==> src/rtl/core/afsx_pkg.sv <==
// ----------------------------------------------------------------------------
// afsx_pkg
// Types, constants and round-constant table for the ARX Feistel sponge core.
// ----------------------------------------------------------------------------
package afsx_pkg;

  localparam int LANES     = 16;
  localparam int HALF      = 8;
  localparam int MAX_ROUND = 16;

  localparam logic [1:0] MODE_INIT   = 2'd0;
  localparam logic [1:0] MODE_ABSORB = 2'd1;
  localparam logic [1:0] MODE_FINAL  = 2'd2;
  localparam logic [1:0] MODE_SQUEEZE = 2'd3;

  localparam logic [0:0] REG_WIDE_RATE  = 1'd0;
  localparam logic [0:0] REG_DOMAIN_TAG = 1'd1;

  localparam logic [63:0] IV0 = 64'h0000004148534F49;
  localparam logic [63:0] IV1 = 64'h000064656E676973;
  localparam logic [63:0] IV2 = 64'h00006874696C6964;

  localparam logic [63:0] GOLDEN = 64'h9E3779B97F4A7C15;
  localparam logic [63:0] MIX1   = 64'hBF58476D1CE4E5B9;
  localparam logic [63:0] MIX2   = 64'h94D049BB133111EB;
  localparam logic [63:0] SEED   = 64'h494F5348415F5652 ^ 64'h0000C001D00D5EED;

  typedef logic [63:0] lane_t;
  typedef lane_t [HALF-1:0] half_t;

  typedef enum logic [2:0] {
    ST_IDLE,
    ST_PAD,
    ST_LOAD,
    ST_PERM,
    ST_EMIT
  } state_t;

  // controller to datapath
  typedef struct packed {
    logic       do_init;
    logic       do_absorb;
    logic       do_pad;
    logic       perm_load;
    logic       perm_round;
    logic       perm_store;
    logic       pos_clear;
    logic [3:0] round_idx;
  } dp_cmd_t;

  // datapath to controller
  typedef struct packed {
    logic rate_full;
    logic wide;
  } dp_stat_t;

  // splitmix64 output for stream index n (elaboration-time use)
  function automatic lane_t splitmix(input int n);
    lane_t s;
    lane_t z;
    s = SEED;
    for (int k = 0; k <= n; k++) s = s + GOLDEN;
    z = s;
    z = (z ^ (z >> 30)) * MIX1;
    z = (z ^ (z >> 27)) * MIX2;
    z = z ^ (z >> 31);
    return z;
  endfunction

  function automatic lane_t rotl(input lane_t x, input int r);
    return (r % 64 == 0) ? x : ((x << (r % 64)) | (x >> (64 - (r % 64))));
  endfunction

  function automatic int rot_a(input int i);
    case (i)
      0: return 63; 1: return 19; 2: return 39; 3: return 15;
      4: return 23; 5: return 31; 6: return 11; default: return 5;
    endcase
  endfunction

  function automatic int rot_b(input int i);
    case (i)
      0: return 21; 1: return 3;  2: return 31; 3: return 33;
      4: return 45; 5: return 5;  6: return 17; default: return 7;
    endcase
  endfunction

  function automatic int rot_g(input int i);
    case (i)
      0: return 25; 1: return 45; 2: return 51; 3: return 5;
      4: return 63; 5: return 47; 6: return 7;  default: return 1;
    endcase
  endfunction

endpackage

==> src/rtl/core/afsx_ctrl.sv <==
// ----------------------------------------------------------------------------
// afsx_ctrl
// Sequencer: decodes item kinds, counts rounds and emitted lanes.
// ----------------------------------------------------------------------------
module afsx_ctrl import afsx_pkg::*; #(
  parameter int ROUNDS = 8
) (
  input  logic       clk,
  input  logic       rst,
  input  logic       in_valid,
  input  logic [1:0] in_mode,
  output logic       in_ready,
  input  logic       out_ready,
  output logic       out_valid,
  output logic [3:0] out_index,
  output logic       out_last,
  output dp_cmd_t    cmd,
  input  dp_stat_t   stat
);

  localparam int RW = $clog2(ROUNDS + 1);

  state_t        state, state_next;
  logic [RW-1:0] round;
  logic [3:0]    lane;
  logic          emit_after;
  logic          accept;
  logic          last_rnd;
  logic [3:0]    lane_max;

  assign accept   = in_valid && in_ready;
  assign last_rnd = (round == RW'(ROUNDS - 1));
  assign lane_max = stat.wide ? 4'd11 : 4'd7;

  // next state
  always_comb begin
    state_next = state;
    unique case (state)
      ST_IDLE: begin
        if (accept) begin
          if (in_mode == MODE_FINAL) state_next = ST_PAD;
          else if (in_mode == MODE_SQUEEZE) state_next = ST_PERM;
          else if (in_mode == MODE_ABSORB && stat.rate_full) state_next = ST_PERM;
        end
      end
      ST_PAD:  state_next = ST_LOAD;
      ST_LOAD: state_next = ST_PERM;
      ST_PERM: if (last_rnd) state_next = emit_after ? ST_EMIT : ST_IDLE;
      ST_EMIT: if (out_ready && lane == lane_max) state_next = ST_IDLE;
      default: state_next = ST_IDLE;
    endcase
  end

  // outputs
  always_comb begin
    cmd       = '0;
    in_ready  = 1'b0;
    out_valid = 1'b0;
    unique case (state)
      ST_IDLE: begin
        in_ready      = 1'b1;
        cmd.do_init   = accept && in_mode == MODE_INIT;
        cmd.do_absorb = accept && in_mode == MODE_ABSORB;
        cmd.perm_load = accept && (in_mode == MODE_SQUEEZE ||
                        (in_mode == MODE_ABSORB && stat.rate_full));
        cmd.pos_clear = accept && in_mode == MODE_ABSORB && stat.rate_full;
      end
      ST_PAD: begin
        cmd.do_pad    = 1'b1;
        cmd.pos_clear = 1'b1;
      end
      // padded state goes into the working halves
      ST_LOAD: cmd.perm_load = 1'b1;
      ST_PERM: begin
        cmd.perm_round = 1'b1;
        cmd.perm_store = last_rnd;
      end
      ST_EMIT: out_valid = 1'b1;
      default: ;
    endcase
    cmd.round_idx = 4'(round);
  end

  assign out_index = lane;
  assign out_last  = (lane == lane_max);

  always_ff @(posedge clk) begin
    if (rst) begin
      state      <= ST_IDLE;
      round      <= '0;
      lane       <= '0;
      emit_after <= 1'b0;
    end else begin
      state <= state_next;
      if (accept) emit_after <= (in_mode == MODE_FINAL || in_mode == MODE_SQUEEZE);
      if (state == ST_PERM) round <= last_rnd ? '0 : round + 1'b1;
      if (state == ST_EMIT && out_ready) lane <= (lane == lane_max) ? 4'd0 : lane + 4'd1;
    end
  end

endmodule

==> config.mk <==
export PLATFORM = sky130hd
export DESIGN_NAME = afsx_ctrl
export DESIGN_NICKNAME = d
export VERILOG_FILES = /design/src/rtl/core/afsx_pkg.sv /design/src/rtl/core/afsx_ctrl.sv
export SDC_FILE = /design/constraint.sdc
export NUM_CORES = 1
export LEC_CHECK = 0
export BUFFER_PORTS_ARGS = -buffer_cell sky130_fd_sc_hd__clkbuf_2
export CORE_AREA = 2 2 46 48
export DETAILED_ROUTE_END_ITERATION = 8
export DIE_AREA = 0 0 48 50
export PLACE_DENSITY = 0.72
export REMOVE_ABC_BUFFERS = 1
export SYNTH_ARGS = -nofsm -noshare
export SYNTH_HDL_FRONTEND = slang
export SYNTH_SLANG_ARGS = --single-unit
==> constraint.sdc <==
create_clock -name clk -period 4.1 [get_ports clk]
set_clock_uncertainty 0.1 [all_clocks]
set_input_delay 0.41 -clock clk [delete_from_list [all_inputs] [get_ports clk]]
set_output_delay 0.41 -clock clk [all_outputs]
set_load 0.1 [all_outputs]
[Yosys cells after proc, flatten, opt, wreduce, memory -nomap -nowiden]
Cells that the tools add are included.
Operators by class
  add/subtract/negate cells: 2
  eq/ne operators: 13
  mux-type cells: 18
  reduce and logical (&&, ||, !) cells: 13
Operator list (number)
  $mux W3: 7
  $pmux W3 S5: 1
  $mux W4: 3
  $add A4 B1 Y4 const B: 2
  $logic_and A1 B1 Y1: 8
  $eq A3 B2 Y1 const B: 2
  $ne A2 B2 Y1 const B: 3
  $eq A2 B2 Y1 const B: 2
  $eq A4 B3 Y1 const B: 1
  $eq A4 B4 Y1: 1
  $mux W2: 2
  $ne A4 B4 Y1 const B: 1
  $pmux W1 S2: 2
  $reduce_and A4 Y1: 1
  $eq A3 B1 Y1 const B: 1
  $eq A3 B3 Y1 const B: 1
  $logic_not A3 Y1: 1
  $mux W1: 3
  $eq A2 B1 Y1 const B: 1
  $logic_not A2 Y1: 1
  $logic_or A1 B1 Y1: 2
Storage, ports and cells
  register bits: 12
  output and inout bits: 18
  logic and storage cells: 50

[Logic depth before layout (Yosys ltp)]
Gate-level depths: netlist (run 1).
  word-level depth: 7
  depth in mapped cells: 5
  gate-level depth less buffers: 4

[Worst setup path after synthesis (run 1)]
OpenSTA, ideal clock, no wires.
  path kind: reg2out
  start point: register state[2]
  end point: output port cmd[10] in the netlist's numbering
  arrival: 3.749 ns
  setup slack: -0.159 ns
  cell stages (with the launch flop): 4
  buffers on the path: 1
  path through: dfxtp_1 > buf_2 > or3_1 > nor4_1
RTL lines
  from (decl): RTL line afsx_ctrl.sv:23  | state_t state, state_next;
  from (signal assigned): RTL line afsx_ctrl.sv:94  | state <= state_next;
  to (decl): RTL line afsx_ctrl.sv:17  | output dp_cmd_t cmd,

==> run metrics, run 1 <==
Sink Count=12; synth warn=0; worst-path cell chain=or3_1 -> nor4_1 -> clkbuf_2; Slew Limit Fails=0; TritonCTS Buffers=3; Post-synth top cells=dfxtp_1, a21oi_1, nand2_1; vias in the first global route=around 650; top-area cell type share of the netlist area=0.3260; PostCTS Resize Cnt=0; Power, Total=between 0.0003 and 0.0004 W; crit path kind=reg -> out; final core occ=0.4770; sequential area share after synthesis=0.3260; Fmax=around 410 MHz; final setup vio count=0; Worst R2R End=out_index[3]$_SDFFE_PP0P_; DRC Markers=0; Power Density=336.8 nW/µm²; Req. time, crit path=roughly 3.6 ns; Synth cell types=32; CTS tree=done; min Tclk post-route=about 2.4 ns; Total GRT Usage=0.1619; maximum vdd drop=between 0.0001 and 0.00015 V; initial core utilization=0.3875; Worst Tran Pin Value=roughly 0.54 ns; MaxCap Viol Count=0; largest area contributor in the netlist=dfxtp_1; CP Capture Point=cmd[10]; Slew HR=0.6388; Routed Antenna Nets=0; reg2reg setup slack=2.50 ns; number of hold buffers added after CTS=0; Worst EP arrival=1.90 ns; # IOs=26; drt pass-1 iters=4; WL/cell=12.38 µm; outcome=finished, final reports clean; ys async rst share=0; clock transition at the registers of the reported paths=0.08 ns; vias per cell=5.486; global-route wire length before repair=between 2000 and 3000 µm; Final GP Congestion=0.7810; syn avg cell area=between 8 and 9 µm²; Total Die Area=2400 µm²; grt ovf=0; worst r2r path cells=3; Final Hold Vio Count=0; Crit. Startpoint=state[2]$_SDFFE_PP0P_; number of antenna diodes=0; CTS H-tree depth=1; CP max stage cell=clkbuf_2; clk buf depth=2; initial antenna violation count=0; routed vias=~760; top_reg_cell synth=dfxtp_1; Final Routed Wirelength=approximately 1700 µm; CP endpoint kind=output port; number of DRC markers in iteration 0=16; placed cell area=about 870 µm²; Core Rows=16; crit share post-route=0.5884; layout cells sized above 1=0.3243; synth top area cells=dfxtp_1, a21oi_1, nand4b_1; dpl hpwl=1266 µm; Hold WC Path Type=in -> reg; Syn Std Cell Area=between 700 and 800 µm²; clock root cell=clkbuf_4; pin count of the biggest net entering global routing=13; Die Ht=~50 µm; Post-synth EDFFs=0; Worst-Skew Late Latency=approximately 0.27 ns; unrepaired setup endpoints after global routing=false; delay of the slowest critical-path stage=about 0.5 ns; Syn-to-layout area delta=23.09%; Leak=roughly 0.40 nW; Startpoint Class=register; Post-CTS Setup Inserts=0; core area=around 1900 µm²; #FFs+latches synth=12; Total Nets Final=122; most numerous cell in the Yosys netlist=dfxtp_1; crit path max fanout=11; PortBufs=25; design area=907.1 µm²; Cells after Synth=86; Reg2Reg Launch Point=state[2]$_SDFFE_PP0P_; Die Width=about 48 µm
[area by class of cell]
type	instances	area (µm²)
sequential	12	240.2
tap	27	33.78
timing repair buffer	25	125.1
clock buffer	4	36.28
fill	193	994.7
multi-input combinational	64	449.2
inverter	6	22.52
[where the power goes]
group	internal (W)	switching (W)	total, W
registers	0.000120	0.00000726	0.000127
clock network	0.0000539	0.0000412	0.0000951
logic	0.0000168	0.0000666	0.0000834
total	0.000190	0.000115	0.000305
[flip-flops by register name, summed over array words and instances (netlist names)]
signal	flops
emit_after	1
out_index	4
round	4
state	3
[worst max-delay path: cells and delay by family (launching register included)]
family / cells / cell delay [ns]
and+or+nand+nor: 2 / 0.68
DFF: 1 / 0.44
buffers and inverters: 1 / 0.50
[cells by family after synthesis]
group,share of synthesized area
adders and majority gates,0.03395
xor gates and xnor gates,0.01189
DFF,0.3260
and+or+nand+nor,0.3837
AOI/OAI and AO/OA,0.1800
buffers and inverters,0.06451
[per-stage QoR]
stage	setup TNS (ns)	setup WS (ns)	hold slack (ns)	std cells
2_1_floorplan	-0.08577	-0.08577	0.3480	82
3_3_place_gp	0	2.043	0.3782	134
3_5_place_dp	0	1.985	0.3855	134
4_1_cts	0	1.664	0.3307	138
5_1_grt	0	1.596	0.3541	138
6_report	0	1.688	0.3423	138
[per-layer routing]
layer  GRT usage  up-vias  wire length, µm
met5           0        -                0
met4     0.06757        0               14
met3     0.02198        2               54
met2      0.2533       17              859
met1      0.2141      363              779
li1            -      375                -
[cell usage in the layout (no fill, tap or decap)]
cell type	count
nand3b_4	1
inv_1	5
or3_1	2
o21ai_0	4
dfxtp_1	12
a2111oi_2	1
or4_1	2
nor3b_2	1
nand3_1	6
nand4b_1	5
nand2_1	9
or2_2	1
nand4bb_1	1
nand3b_1	1
ha_1	2
nor4_1	1
a211oi_1	2
clkbuf_8	1
inv_2	1
xor2_1	1
nor2_1	3
a22oi_1	1
nor3_1	3
a311o_1	1
a31oi_1	2
a21o_1	1
clkbuf_4	3
and3b_1	2
and4bb_2	1
clkbuf_2	25
nand4bb_4	1
a21oi_1	9
[worst min-delay path by stage]
| stage | from | endpoint | slack, ns | cells after the start |
|---|---|---|---|---|
| floorplan | emit_after$_SDFFE_PP0N_ | emit_after$_SDFFE_PP0N_ | 0.35 | 2 |
| global placement | emit_after$_SDFFE_PP0N_ | emit_after$_SDFFE_PP0N_ | 0.38 | 2 |
| detailed placement | emit_after$_SDFFE_PP0N_ | emit_after$_SDFFE_PP0N_ | 0.39 | 2 |
| CTS | in_mode[1] | emit_after$_SDFFE_PP0N_ | 0.33 | 3 |
| global route | in_mode[1] | emit_after$_SDFFE_PP0N_ | 0.35 | 3 |
| finish | in_mode[1] | emit_after$_SDFFE_PP0N_ | 0.34 | 3 |
Note: power is estimated with default switching activity, not from simulation.
==> run 2: changes to the inputs <==
PLACE_DENSITY = 0.74   (was 0.72)
clock period = 1.96 ns   (was 4.1 ns; I/O delays follow)
==> run metrics, run 2 (synthesis results as in run 1) <==
outcome=finished, final reports clean; TritonCTS Buffers=3 (unchanged); min Tclk post-route=about 1.9 ns; Sink Count=12 (unchanged); Worst Tran Pin Value=0.5418 ns (-0.002230 ns); Die Width=48 µm (unchanged); Power Density=666.5 nW/µm² (+98%); PortBufs=25 (unchanged); most common cell after layout, fill and taps aside=clkbuf_2; Leak=0.4399 nW (+9.4%); Total Nets Final=125 (+2.5%); drt pass-1 iters=4 (unchanged); final core occ=0.5322 (+0.05526); clk buf depth=2 (unchanged); Worst-Skew Late Latency=0.27 ns (about the same); Hold WC Path Type=in -> reg; final setup vio count=0 (unchanged); number of antenna diodes=0 (unchanged); initial core utilization=0.3875 (unchanged); crit path max fanout=5 (-6); MaxCap Viol Count=0 (unchanged); crit share post-route=0.9705; Routed Antenna Nets=0 (unchanged); placed cell area=965.9 µm² (+11%); Worst EP arrival=1.61 ns (-0.29 ns); Total GRT Usage=0.1657 (+0.003836); CP endpoint kind=output port; number of DRC markers in iteration 0=9 (-7); clock transition at the registers of the reported paths=0.07 ns (about the same); Worst Hold End=emit_after$_SDFFE_PP0N_; unrepaired setup endpoints after global routing=false; most frequent cells in the layout=clkbuf_2, dfxtp_1, nand2_1, a21oi_1, buf_4; reg2reg setup slack=0.37 ns (-2.13 ns); Syn-to-layout area delta=37.35%; vias in the first global route=673 (+3.4%); crit path kind=reg -> out; CTS tree=done; WL/cell=12.38 µm (about the same); clock root cell=clkbuf_4; Fmax=~530 MHz; Die Ht=50 µm (unchanged); Final GP Congestion=0.7927 (+1.5%); Final Hold Vio Count=0 (unchanged); maximum vdd drop=0.0003538 V (+150%); vias per cell=5.348 (-2.5%); DRC Markers=0 (unchanged); Reg2Reg Launch Point=state[0]$_SDFFE_PP0P_; layout cells sized above 1=0.3509 (+0.02655); core area=1902 µm² (unchanged); Core Rows=16 (unchanged); dpl hpwl=1349 µm (+6.6%); CTS H-tree depth=1 (unchanged); Startpoint Class=register; worst r2r path cells=4 (+1); Req. time, crit path=1.66 ns (-1.93 ns); Worst R2R End=out_index[3]$_SDFFE_PP0P_; # IOs=26 (unchanged); pin count of the biggest net entering global routing=13 (unchanged); initial antenna violation count=0 (unchanged); Final Routed Wirelength=1745 µm (+2.1%); hold path start=in_valid; grt ovf=0 (unchanged); hold path cells=3 (unchanged); Slew HR=0.6403 (+0.001481); routed vias=754 (-0.40%); Slew Limit Fails=0 (unchanged); design area=1012 µm² (+12%); global-route wire length before repair=2835 µm (-0.98%); Total Die Area=2400 µm² (unchanged); Post-CTS Setup Inserts=0 (unchanged)
==> run 2: through the flow <==
stage	std cells	total power (W)	hold WS [ns]	TNS (ns)	setup slack [ns]
3_5_place_dp	137	0.0004810	0.3889	0	0.2654
3_3_place_gp	137	0.0004785	0.3793	0	0.3055
2_1_floorplan	82	0.0004083	0.1651	-8.765	-2.012
4_1_cts	141	0.0006792	0.1403	0	0.04393
5_1_grt	141	0.0007021	0.1672	0	0.0004879
6_report	141	0.0006747	0.1451	0	0.05782
==> run 2: worst max-delay path by stage <==
| stage | startpoint | to |
|---|---|---|
| after floorplan | state[2]$_SDFFE_PP0P_ | cmd[10] |
| after global placement | state[2]$_SDFFE_PP0P_ | cmd[10] |
| after detailed placement | state[2]$_SDFFE_PP0P_ | cmd[10] |
| after CTS | state[2]$_SDFFE_PP0P_ | cmd[9] |
| after global routing | state[2]$_SDFFE_PP0P_ | cmd[9] |
| final | state[2]$_SDFFE_PP0P_ | cmd[9] |
==> run 2: final cells by class <==
cell class	count	area, µm²
clock buffers	4	36.28
fillers	170	889.6
inverters	6	22.52
multi-input cells	64	455.4
well taps	27	33.78
repair buffers	28	224.0
flip-flops and latches	12	240.2
==> run 2: repair_timing <==
action / CTS / global route
hold buffers: 0 / 0
endpoints found under the setup margin: 1 / 1
resized for setup: 1 / 1
==> run 2: report_power, final <==
| part | leakage (nW) | internal [W] | switching, W |
|---|---|---|---|
| Sequential | 0.0974 | 0.000250 | 0.00000421 |
| Clock | 0.0210 | 0.000113 | 0.0000853 |
| Combinational | 0.322 | 0.0000646 | 0.000157 |
| Total | 0.440 | 0.000428 | 0.000247 |
==> run 2: critical path, stage by stage, from the launching register on <==
cell and delay [ns]:
dfxtp_1 0.31, or3_1 0.46, nor3_1 0.34, buf_12 0.22
==> run 2: layer usage <==
| layer | vias to the layer above | part of all wire | GRT usage |
|---|---|---|---|
| met4 | 0 | 0.030 | 0.1171 |
| met1 | 348 | 0.46 | 0.2022 |
| li1 | 383 | - | - |
| met3 | 4 | 0.038 | 0.02564 |
| met5 | - | 0 | 0 |
| met2 | 19 | 0.48 | 0.2511 |
